[config.mk]
export PLATFORM = sky130hd
export DESIGN_NAME = piecewise_linear_interpolator_flat
export DESIGN_NICKNAME = d
export VERILOG_FILES = /design/src/rtl/pli_pkg.sv /design/src/rtl/pli_if.sv /design/src/rtl/piecewise_linear_interpolator.sv /design/src/rtl/pli_ram.sv /design/src/rtl/pli_front.sv /design/src/rtl/pli_back.sv /design/src/flat_wrapper.sv
export SDC_FILE = /design/constraint.sdc
export NUM_CORES = 2
export LEC_CHECK = 0
export ABC_AREA = 1
export BUFFER_PORTS_ARGS = -buffer_cell sky130_fd_sc_hd__buf_2
export CORE_MARGIN = 2
export CORE_UTILIZATION = 45
export DETAILED_ROUTE_END_ITERATION = 12
export SLEW_MARGIN = 10
export SYNTH_ARGS = -nofsm -noshare
export SYNTH_HDL_FRONTEND = slang
export SYNTH_SLANG_ARGS = --single-unit
[constraint.sdc]
create_clock -name clk -period 13.8 [get_ports clk]
set_clock_uncertainty 0.1 [all_clocks]
set_input_delay 2.76 -clock clk [delete_from_list [all_inputs] [get_ports clk]]
set_output_delay 2.76 -clock clk [all_outputs]
set_load 0.1 [all_outputs]
[src/rtl/pli_pkg.sv]
// package for the piecewise linear interpolator
// holds widths, status codes and the front-to-back command type; no dependencies
package pli_pkg;
	localparam int DEF_TABLE_DEPTH = 16;
	localparam int VAL_W = 32;
	localparam int CFG_W = 5;
	localparam int IDX_W = 4;
	localparam int FRAC_BITS = 16;

	typedef enum logic [1:0] {
		ST_BELOW  = 2'd0,
		ST_ABOVE  = 2'd1,
		ST_INTERP = 2'd2,
		ST_HELD   = 2'd3
	} status_t;

	// command handed from front to back
	typedef struct packed {
		logic              interp;   // 0: plain result, 1: blend needed
		status_t           status;
		logic signed [VAL_W-1:0] k1;
		logic signed [VAL_W-1:0] k2;
		logic signed [VAL_W-1:0] v1;
		logic signed [VAL_W-1:0] v2;
		logic signed [VAL_W-1:0] f;
		logic              held;     // answer with last level
	} cmd_t;
endpackage

[src/rtl/pli_if.sv]
// valid/ready channel interfaces for input items and results
// depends on pli_pkg
interface pli_in_if;
	logic ready;
	logic valid;
	logic [0:0] mode;
	logic [pli_pkg::IDX_W-1:0] entry_index;
	logic signed [pli_pkg::VAL_W-1:0] key_point;
	logic signed [pli_pkg::VAL_W-1:0] key_level;
	logic signed [pli_pkg::VAL_W-1:0] fraction;
	modport source (output valid, mode, entry_index, key_point, key_level, fraction,
		input ready);
	modport sink (input valid, mode, entry_index, key_point, key_level, fraction,
		output ready);
endinterface

interface pli_out_if;
	logic ready;
	logic valid;
	logic signed [pli_pkg::VAL_W-1:0] level_out;
	logic [1:0] status;
	modport source (output valid, level_out, status, input ready);
	modport sink (input valid, level_out, status, output ready);
endinterface

[src/rtl/piecewise_linear_interpolator.sv]
// Piecewise linear interpolator. Mode-0 items write one key/level pair into
// the table. In the front, a mode-1 query reads the first and last entries,
// checks the bounds, then reads and compares each interval searched; the back
// runs a 17-step restoring divide, one multiply, one add and an output register;
// front and back overlap. Depends on pli_pkg, pli_if, pli_front, pli_back.
module piecewise_linear_interpolator #(
	parameter int TABLE_DEPTH = pli_pkg::DEF_TABLE_DEPTH
) (
	input  logic                      clk,
	input  logic                      arst_n,
	input  logic                      cfg_we,
	input  logic [pli_pkg::CFG_W-1:0] cfg_wdata,
	pli_in_if.sink                    in_ch,
	pli_out_if.source                 out_ch
);
	import pli_pkg::*;

	logic [CFG_W-1:0] keys_q;
	logic cmd_valid, cmd_ready;
	cmd_t cmd;

	always_ff @(posedge clk or negedge arst_n) begin
		if (!arst_n) begin
			keys_q <= CFG_W'(1);
		end else if (cfg_we) begin
			keys_q <= cfg_wdata;
		end
	end

	pli_front #(.TABLE_DEPTH(TABLE_DEPTH)) u_front (
		.clk, .arst_n, .keys_in_use(keys_q), .in_ch, .cmd_valid, .cmd_ready, .cmd);
	pli_back u_back (.clk, .arst_n, .cmd_valid, .cmd_ready, .cmd, .out_ch);

	a_held_status: assert property (@(posedge clk) disable iff (!arst_n)
		cmd_valid && cmd_ready && cmd.held |=> out_ch.valid && out_ch.status == ST_HELD)
		else $error("held command lost");
	a_out_stable: assert property (@(posedge clk) disable iff (!arst_n)
		out_ch.valid && !out_ch.ready |=> out_ch.valid && $stable(out_ch.level_out))
		else $error("result changed while stalled");
	a_cmd_hold: assert property (@(posedge clk) disable iff (!arst_n)
		cmd_valid && !cmd_ready |=> cmd_valid)
		else $error("command dropped");
endmodule

[src/rtl/pli_ram.sv]
// generic single-write RAM with registered read
// no dependencies
module pli_ram #(
	parameter int WIDTH = 32,
	parameter int DEPTH = 16
) (
	input  logic                     clk,
	input  logic                     we,
	input  logic [$clog2(DEPTH)-1:0] waddr,
	input  logic [WIDTH-1:0]         wdata,
	input  logic [$clog2(DEPTH)-1:0] raddr,
	output logic [WIDTH-1:0]         rdata
);
	logic [WIDTH-1:0] mem [DEPTH];

	always_ff @(posedge clk) begin
		if (we) begin
			mem[waddr] <= wdata;
		end
		rdata <= mem[raddr];
	end
endmodule

[src/rtl/pli_front.sv]
// front: accepts items, writes table, searches the interval one entry at a time
// depends on pli_pkg, pli_if, pli_ram
module pli_front #(
	parameter int TABLE_DEPTH = pli_pkg::DEF_TABLE_DEPTH
) (
	input  logic                       clk,
	input  logic                       arst_n,
	input  logic [pli_pkg::CFG_W-1:0]  keys_in_use,
	pli_in_if.sink                     in_ch,
	output logic                       cmd_valid,
	input  logic                       cmd_ready,
	output pli_pkg::cmd_t              cmd
);
	import pli_pkg::*;

	localparam int AW = $clog2(TABLE_DEPTH);
	localparam int CW = $clog2(TABLE_DEPTH + 1);

	typedef enum logic [2:0] {
		S_IDLE, S_RD0, S_RDN, S_CHK, S_SCAN, S_SCAN2, S_OUT
	} state_t;

	state_t state_q;
	logic [AW-1:0] raddr;
	logic [VAL_W-1:0] krd, vrd;
	logic signed [VAL_W-1:0] f_q, k0_q, v0_q, kp_q, vp_q;
	logic [AW-1:0] n_q, i_q;
	cmd_t cmd_q;
	logic wr_en;
	logic [CW-1:0] cnt_c;

	assign wr_en = in_ch.valid && in_ch.ready && (in_ch.mode == 1'b0) &&
		(32'(in_ch.entry_index) < 32'(TABLE_DEPTH));

	pli_ram #(.WIDTH(VAL_W), .DEPTH(TABLE_DEPTH)) u_keys (
		.clk, .we(wr_en), .waddr(AW'(in_ch.entry_index)), .wdata(in_ch.key_point),
		.raddr, .rdata(krd));
	pli_ram #(.WIDTH(VAL_W), .DEPTH(TABLE_DEPTH)) u_levels (
		.clk, .we(wr_en), .waddr(AW'(in_ch.entry_index)), .wdata(in_ch.key_level),
		.raddr, .rdata(vrd));

	assign in_ch.ready = (state_q == S_IDLE);
	assign cmd_valid = (state_q == S_OUT);
	assign cmd = cmd_q;

	always_comb begin
		if (keys_in_use == '0) begin
			cnt_c = CW'(1);
		end else if (32'(keys_in_use) > 32'(TABLE_DEPTH)) begin
			cnt_c = CW'(TABLE_DEPTH);
		end else begin
			cnt_c = CW'(keys_in_use);
		end
	end

	always_comb begin
		unique case (state_q)
			S_IDLE:  raddr = '0;
			S_RD0:   raddr = n_q;
			S_RDN:   raddr = n_q;
			S_CHK:   raddr = i_q;
			S_SCAN:  raddr = i_q;
			S_SCAN2: raddr = i_q;
			default: raddr = '0;
		endcase
	end

	always_ff @(posedge clk or negedge arst_n) begin
		if (!arst_n) begin
			state_q <= S_IDLE;
		end else begin
			unique case (state_q)
				S_IDLE: if (in_ch.valid && in_ch.mode == 1'b1) begin
					f_q <= in_ch.fraction;
					n_q <= AW'(cnt_c - CW'(1));
					state_q <= S_RD0;
				end
				S_RD0: begin
					// krd holds entry 0, entry n is being read
					k0_q <= krd;
					v0_q <= vrd;
					kp_q <= krd;
					vp_q <= vrd;
					i_q <= AW'(1);
					state_q <= S_RDN;
				end
				S_RDN: begin
					state_q <= S_CHK;
				end
				S_CHK: begin
					// krd holds entry n
					cmd_q.k1 <= '0; cmd_q.k2 <= '0; cmd_q.v2 <= '0;
					cmd_q.f <= f_q; cmd_q.held <= 1'b0; cmd_q.interp <= 1'b0;
					if (f_q < k0_q) begin
						cmd_q.v1 <= v0_q; cmd_q.status <= ST_BELOW; state_q <= S_OUT;
					end else if (f_q > $signed(krd)) begin
						cmd_q.v1 <= vrd; cmd_q.status <= ST_ABOVE; state_q <= S_OUT;
					end else if (n_q == '0) begin
						cmd_q.v1 <= v0_q; cmd_q.status <= ST_INTERP; state_q <= S_OUT;
					end else begin
						state_q <= S_SCAN;
					end
				end
				S_SCAN: begin
					// address i_q issued, data arrives in S_SCAN2
					state_q <= S_SCAN2;
				end
				S_SCAN2: begin
					if (kp_q <= f_q && f_q <= $signed(krd)) begin
						cmd_q.k1 <= kp_q; cmd_q.k2 <= krd;
						cmd_q.v1 <= vp_q; cmd_q.v2 <= vrd;
						cmd_q.interp <= 1'b1; cmd_q.status <= ST_INTERP;
						state_q <= S_OUT;
					end else if (i_q == n_q) begin
						cmd_q.held <= 1'b1; cmd_q.status <= ST_HELD;
						state_q <= S_OUT;
					end else begin
						kp_q <= krd; vp_q <= vrd;
						i_q <= i_q + AW'(1);
						state_q <= S_SCAN;
					end
				end
				S_OUT: if (cmd_ready) begin
					state_q <= S_IDLE;
				end
				default: state_q <= S_IDLE;
			endcase
		end
	end
endmodule

[src/rtl/pli_back.sv]
// back: radix-2 divide for the weight, one multiply, one add, output register
// depends on pli_pkg, pli_if
module pli_back (
	input  logic          clk,
	input  logic          arst_n,
	input  logic          cmd_valid,
	output logic          cmd_ready,
	input  pli_pkg::cmd_t cmd,
	pli_out_if.source     out_ch
);
	import pli_pkg::*;

	typedef enum logic [2:0] {S_IDLE, S_DIV, S_MUL, S_ADD, S_OUT} state_t;

	state_t state_q;
	logic [32:0] span_q, rem_q;
	logic [16:0] quo_q;
	logic [4:0] cnt_q;
	logic signed [VAL_W-1:0] v1_q, last_q;
	logic signed [32:0] dv_q;
	logic signed [50:0] prod_q;
	logic signed [VAL_W-1:0] lvl_q;
	status_t st_q;
	logic [33:0] trial;

	assign cmd_ready = (state_q == S_IDLE);
	assign out_ch.valid = (state_q == S_OUT);
	assign out_ch.level_out = lvl_q;
	assign out_ch.status = st_q;
	assign trial = {1'b0, rem_q} - {1'b0, span_q};

	always_ff @(posedge clk or negedge arst_n) begin
		if (!arst_n) begin
			state_q <= S_IDLE;
			last_q <= '0;
		end else begin
			unique case (state_q)
				S_IDLE: if (cmd_valid) begin
					st_q <= cmd.status;
					v1_q <= cmd.v1;
					dv_q <= 33'(cmd.v2) - 33'(cmd.v1);
					span_q <= 33'(cmd.k2) - 33'(cmd.k1);
					rem_q <= 33'(cmd.f) - 33'(cmd.k1);
					quo_q <= '0;
					cnt_q <= '0;
					if (cmd.held) begin
						lvl_q <= last_q; state_q <= S_OUT;
					end else if (!cmd.interp || (33'(cmd.k2) - 33'(cmd.k1)) == '0) begin
						lvl_q <= cmd.v1; last_q <= cmd.v1; state_q <= S_OUT;
					end else begin
						state_q <= S_DIV;
					end
				end
				S_DIV: begin
					// d <= span, so 17 quotient bits cover d*65536/span
					if (!trial[33]) begin
						rem_q <= {trial[31:0], 1'b0}; quo_q <= {quo_q[15:0], 1'b1};
					end else begin
						rem_q <= {rem_q[31:0], 1'b0}; quo_q <= {quo_q[15:0], 1'b0};
					end
					cnt_q <= cnt_q + 5'd1;
					if (cnt_q == 5'd16) state_q <= S_MUL;
				end
				S_MUL: begin
					prod_q <= $signed({1'b0, (quo_q[16] ? 16'hFFFF : quo_q[15:0])}) * dv_q;
					state_q <= S_ADD;
				end
				S_ADD: begin
					lvl_q <= VAL_W'(51'(v1_q) + (prod_q >>> FRAC_BITS));
					last_q <= VAL_W'(51'(v1_q) + (prod_q >>> FRAC_BITS));
					state_q <= S_OUT;
				end
				S_OUT: if (out_ch.ready) begin
					state_q <= S_IDLE;
				end
				default: state_q <= S_IDLE;
			endcase
		end
	end
endmodule
[src/flat_wrapper.sv]
// flat-port wrapper written by rule: the top's interface ports become plain ports
module piecewise_linear_interpolator_flat import pli_pkg::*;
#(
	parameter int TABLE_DEPTH = pli_pkg::DEF_TABLE_DEPTH
)
  (clk, arst_n, cfg_we, cfg_wdata, in_ch_valid, in_ch_mode, in_ch_entry_index, in_ch_key_point, in_ch_key_level, in_ch_fraction, in_ch_ready, out_ch_valid, out_ch_level_out, out_ch_status, out_ch_ready);
  pli_in_if in_ch_i ();
  pli_out_if out_ch_i ();
  input  logic clk;
  input  logic arst_n;
  input  logic cfg_we;
  input  logic [pli_pkg::CFG_W-1:0] cfg_wdata;
  input wire logic [$bits(in_ch_i.valid)-1:0] in_ch_valid;
  input wire logic [$bits(in_ch_i.mode)-1:0] in_ch_mode;
  input wire logic [$bits(in_ch_i.entry_index)-1:0] in_ch_entry_index;
  input wire logic [$bits(in_ch_i.key_point)-1:0] in_ch_key_point;
  input wire logic [$bits(in_ch_i.key_level)-1:0] in_ch_key_level;
  input wire logic [$bits(in_ch_i.fraction)-1:0] in_ch_fraction;
  output wire logic [$bits(in_ch_i.ready)-1:0] in_ch_ready;
  output wire logic [$bits(out_ch_i.valid)-1:0] out_ch_valid;
  output wire logic [$bits(out_ch_i.level_out)-1:0] out_ch_level_out;
  output wire logic [$bits(out_ch_i.status)-1:0] out_ch_status;
  input wire logic [$bits(out_ch_i.ready)-1:0] out_ch_ready;
  assign in_ch_i.valid = in_ch_valid;
  assign in_ch_i.mode = in_ch_mode;
  assign in_ch_i.entry_index = in_ch_entry_index;
  assign in_ch_i.key_point = in_ch_key_point;
  assign in_ch_i.key_level = in_ch_key_level;
  assign in_ch_i.fraction = in_ch_fraction;
  assign in_ch_ready = in_ch_i.ready;
  assign out_ch_valid = out_ch_i.valid;
  assign out_ch_level_out = out_ch_i.level_out;
  assign out_ch_status = out_ch_i.status;
  assign out_ch_i.ready = out_ch_ready;
  piecewise_linear_interpolator #(.TABLE_DEPTH(TABLE_DEPTH)) u_core (.clk(clk), .arst_n(arst_n), .cfg_we(cfg_we), .cfg_wdata(cfg_wdata), .in_ch(in_ch_i), .out_ch(out_ch_i));
endmodule
==> results.json <==
{
  "synth_cells": 9161,
  "cts_tree": "done",
  "drive_gt1_share_pct": 5.82,
  "dr.pass1.iters": 5,
  "via_per_inst": 5.35,
  "grt.total_usage_pct": 23.9,
  "cts_buffers": 174,
  "final_cell_mix": "1,575 x edfxtp_1, 1,389 x nor2_1, 1,328 x inv_1",
  "fmax_mhz": 123,
  "cp_max_fo": 27,
  "grt_max_degree": 225,
  "tightest_slew_ns": 1.19,
  "synth.net_count": 10100,
  "area_growth_pct": 9.78,
  "cts-resized-gates": 0,
  "grt_pass1_vias": 64100,
  "ioPinCount": 147,
  "coreArea_mm2": 0.207,
  "die_w_um": 460,
  "crit_path_end_kind": "flip-flop",
  "grt_pass1_wl_mm": 386,
  "ys_types": 52,
  "place_congestion": 0.953,
  "maxSlewHeadroom_pct": 20.4,
  "syn_avg_cell_area_um2": 10.2,
  "setup_viol": 0,
  "rsz0062_at_grt": "false",
  "worstPathArrival_ns": 8.57,
  "setup_tns_ns": 0,
  "rows": 167,
  "portBuffers": 146,
  "ys_warn_count": 0,
  "clock-sinks": 1682,
  "start_util_pct": 45.2,
  "dp_hpwl_mm": 172,
  "fp.dieH_um": 460,
  "clkLatencyLatePin_ns": 0.85,
  "final.min_clock_period_ns": 8.11,
  "required_ns": 14.26,
  "worst_hold_path_type": "flip-flop to flip-flop",
  "synth_edf_count": 1575,
  "yosysSeqAreaShare_pct": 53.1,
  "dieArea_mm2": 0.212,
  "slew_viol_final": 0,
  "async_flop_share_pct": 2.56,
  "ctsRootBufferMaster": "clkbuf_16",
  "fin_crit_sh_pct": 58.8,
  "cts.path.max_buffers": 3,
  "worst_setup_path_start_kind": "flip-flop",
  "cts_max_level": 4,
  "drc": 0,
  "synthFlopType": "edfxtp_1",
  "post_drt_wl_per_cell_um": 20.9,
  "post_cts_buffers": 0,
  "final_nets": 10200,
  "path_class": "flip-flop to flip-flop",
  "ys_ff_latch": 1682,
  "cts_hold_buf": 0,
  "clk_pin_slew_ns": 0.06,
  "cap_viol_max_count": 0,
  "drtAntennaViolNets": 0,
  "netlist_area_mm2": 0.0935,
  "wl_mm": 252,
  "status": "completed",
  "hold_viol_final": 0,
  "first_iter_violations": 5670,
  "final_common_cell": "edfxtp_1",
  "num_vias": 64600,
  "overflow": 0,
  "antenna_found_initial": 39
}
-- layer usage --
metal	vias to the layer above	global-route usage (%)	part of all wire, %	routed length [um]
met1	31700	33.3	44	111000
met4	34	7.10	2.8	6950
met2	1781	38.8	47	119000
li1	30700	-	-	-
met3	362	3.65	6.0	15000
met5	-	0	0.082	207
-- sequential cells by signal, indices dropped and copies added (netlist names), 3 cells and up --
signal,count
u_core.u_front.kp_q,32
u_core.u_back.last_q,32
u_core.u_front.cmd,164
u_core.u_back.cnt_q,5
u_core.u_back.dv_q,33
u_core.u_front.k0_q,32
u_core.u_back.span_q,33
u_core.u_back.v1_q,32
u_core.u_front.n_q,4
u_core.u_back.state_q,3
u_core.u_front.f_q,32
u_core.u_back.prod_q,32
u_core.u_front.u_keys.mem,512
u_core.u_back.rem_q,33
u_core.u_back.quo_q,17
u_core.u_front.vp_q,32
u_core.u_front.u_keys.rdata,32
u_core.u_front.u_levels.rdata,32
u_core.u_back.out_ch.level_out,32
u_core.u_front.v0_q,32
u_core.u_front.i_q,4
u_core.keys_q,5
u_core.u_front.u_levels.mem,512
u_core.u_front.state_q,3
-- final cells by class --
class                           instances  area [um2]
Antenna cell                            7        17.5
Clock buffer                          233        4730
Clock inverter                         82         795
Fill cell                           18700      104000
Inverter                             1356        5110
Multi-Input combinational cell       5772       37600
Sequential cell                      1682       49700
Tap cell                             2704        3380
Timing Repair Buffer                  229        1420
-- synth_stat cells, types with 106 or more instances --
cell type / number / share of area (%)
nand3_1: 241 / 1.3
nor2_1: 1416 / 5.7
edfxtp_1: 1575 / 51
inv_1: 1331 / 5.3
ha_1: 371 / 5.0
fa_1: 494 / 11
o21ai_0: 781 / 4.2
a21oi_1: 344 / 1.8
o211ai_1: 276 / 2.2
o21ai_1: 106 / 0.57
clkbuf_1: 241 / 0.97
nand2_1: 1319 / 5.3
-- path summary, 6_finish.rpt --
path                            depth (start not counted)                                  endpoint  slack (ns)                                  start
worst max-delay path                                   23        u_core.u_back.prod_q[37]$_DFFE_PP_        5.69  u_core.u_back.quo_q[16]$_SDFFCE_PN0P_
worst min-delay path                                    0  u_core.u_back.out_ch.status[0]$_DFFE_PP_        0.32      u_core.u_front.cmd[161]$_DFFE_PP_
worst max register to register                         23        u_core.u_back.prod_q[37]$_DFFE_PP_        5.69  u_core.u_back.quo_q[16]$_SDFFCE_PN0P_
worst min register to register                          0  u_core.u_back.out_ch.status[0]$_DFFE_PP_        0.32      u_core.u_front.cmd[161]$_DFFE_PP_
max in group asynchronous                               2       u_core.u_back.last_q[5]$_DFFE_PN0P_       10.79                                 arst_n
min in group asynchronous                               1              u_core.keys_q[3]$_DFFE_PN0P_        1.88                                 arst_n
-- worst max-delay path: stages, from the launching register on --
cell      delay (ns)
edfxtp_1        0.66
nor2_1          0.49
clkinv_1        1.03
nand2_1         0.37
fa_1            0.49
fa_1            0.52
fa_1            0.52
inv_1           0.06
fa_1            0.51
fa_1            0.50
inv_1           0.05
fa_1            0.48
inv_1           0.05
ha_1            0.30
nand2_1         0.10
nor2_1          0.14
o21ai_0         0.10
o211ai_1        0.17
o21bai_1        0.19
a21oi_1         0.12
o21ai_0         0.43
nand2_1         0.15
o21ai_0         0.23
xor2_1          0.11
-- per-stage QoR --
stage / utilization [%] / setup WS (ns) / std cells / hold slack, ns / instance area [um2]
floorplan: - / 0.506 / 9161 / 0.300 / 93500
global placement: 47.0 / 5.81 / 11700 / 0.325 / 97100
detailed placement: 47.0 / 5.68 / 11700 / 0.312 / 97100
CTS: 49.6 / 5.63 / 12100 / 0.323 / 103000
global route: 49.6 / 5.15 / 12100 / 0.345 / 103000
finish: 49.6 / 5.69 / 12100 / 0.317 / 103000
-- logic make-up (layout without fill, tap and decap cells) --
family                   after synthesis  in the layout  share of synthesized area, %
AO/OA/AOI/OAI                       1624           1624                          9.78
XOR/XNOR                             123            123                          1.15
adder cells (fa/ha/maj)              865            865                          15.5
buffers and inverters               1707           1900                          6.96
flip-flops                          1682           1682                          53.1
multiplexers                           4              4                        0.0481
other                                  0              7                             0
AND/OR/NAND/NOR                     3156           3156                          13.4
Power is not shown: default switching activity piles up to over one toggle a cycle in this logic, so the estimate is an artifact.
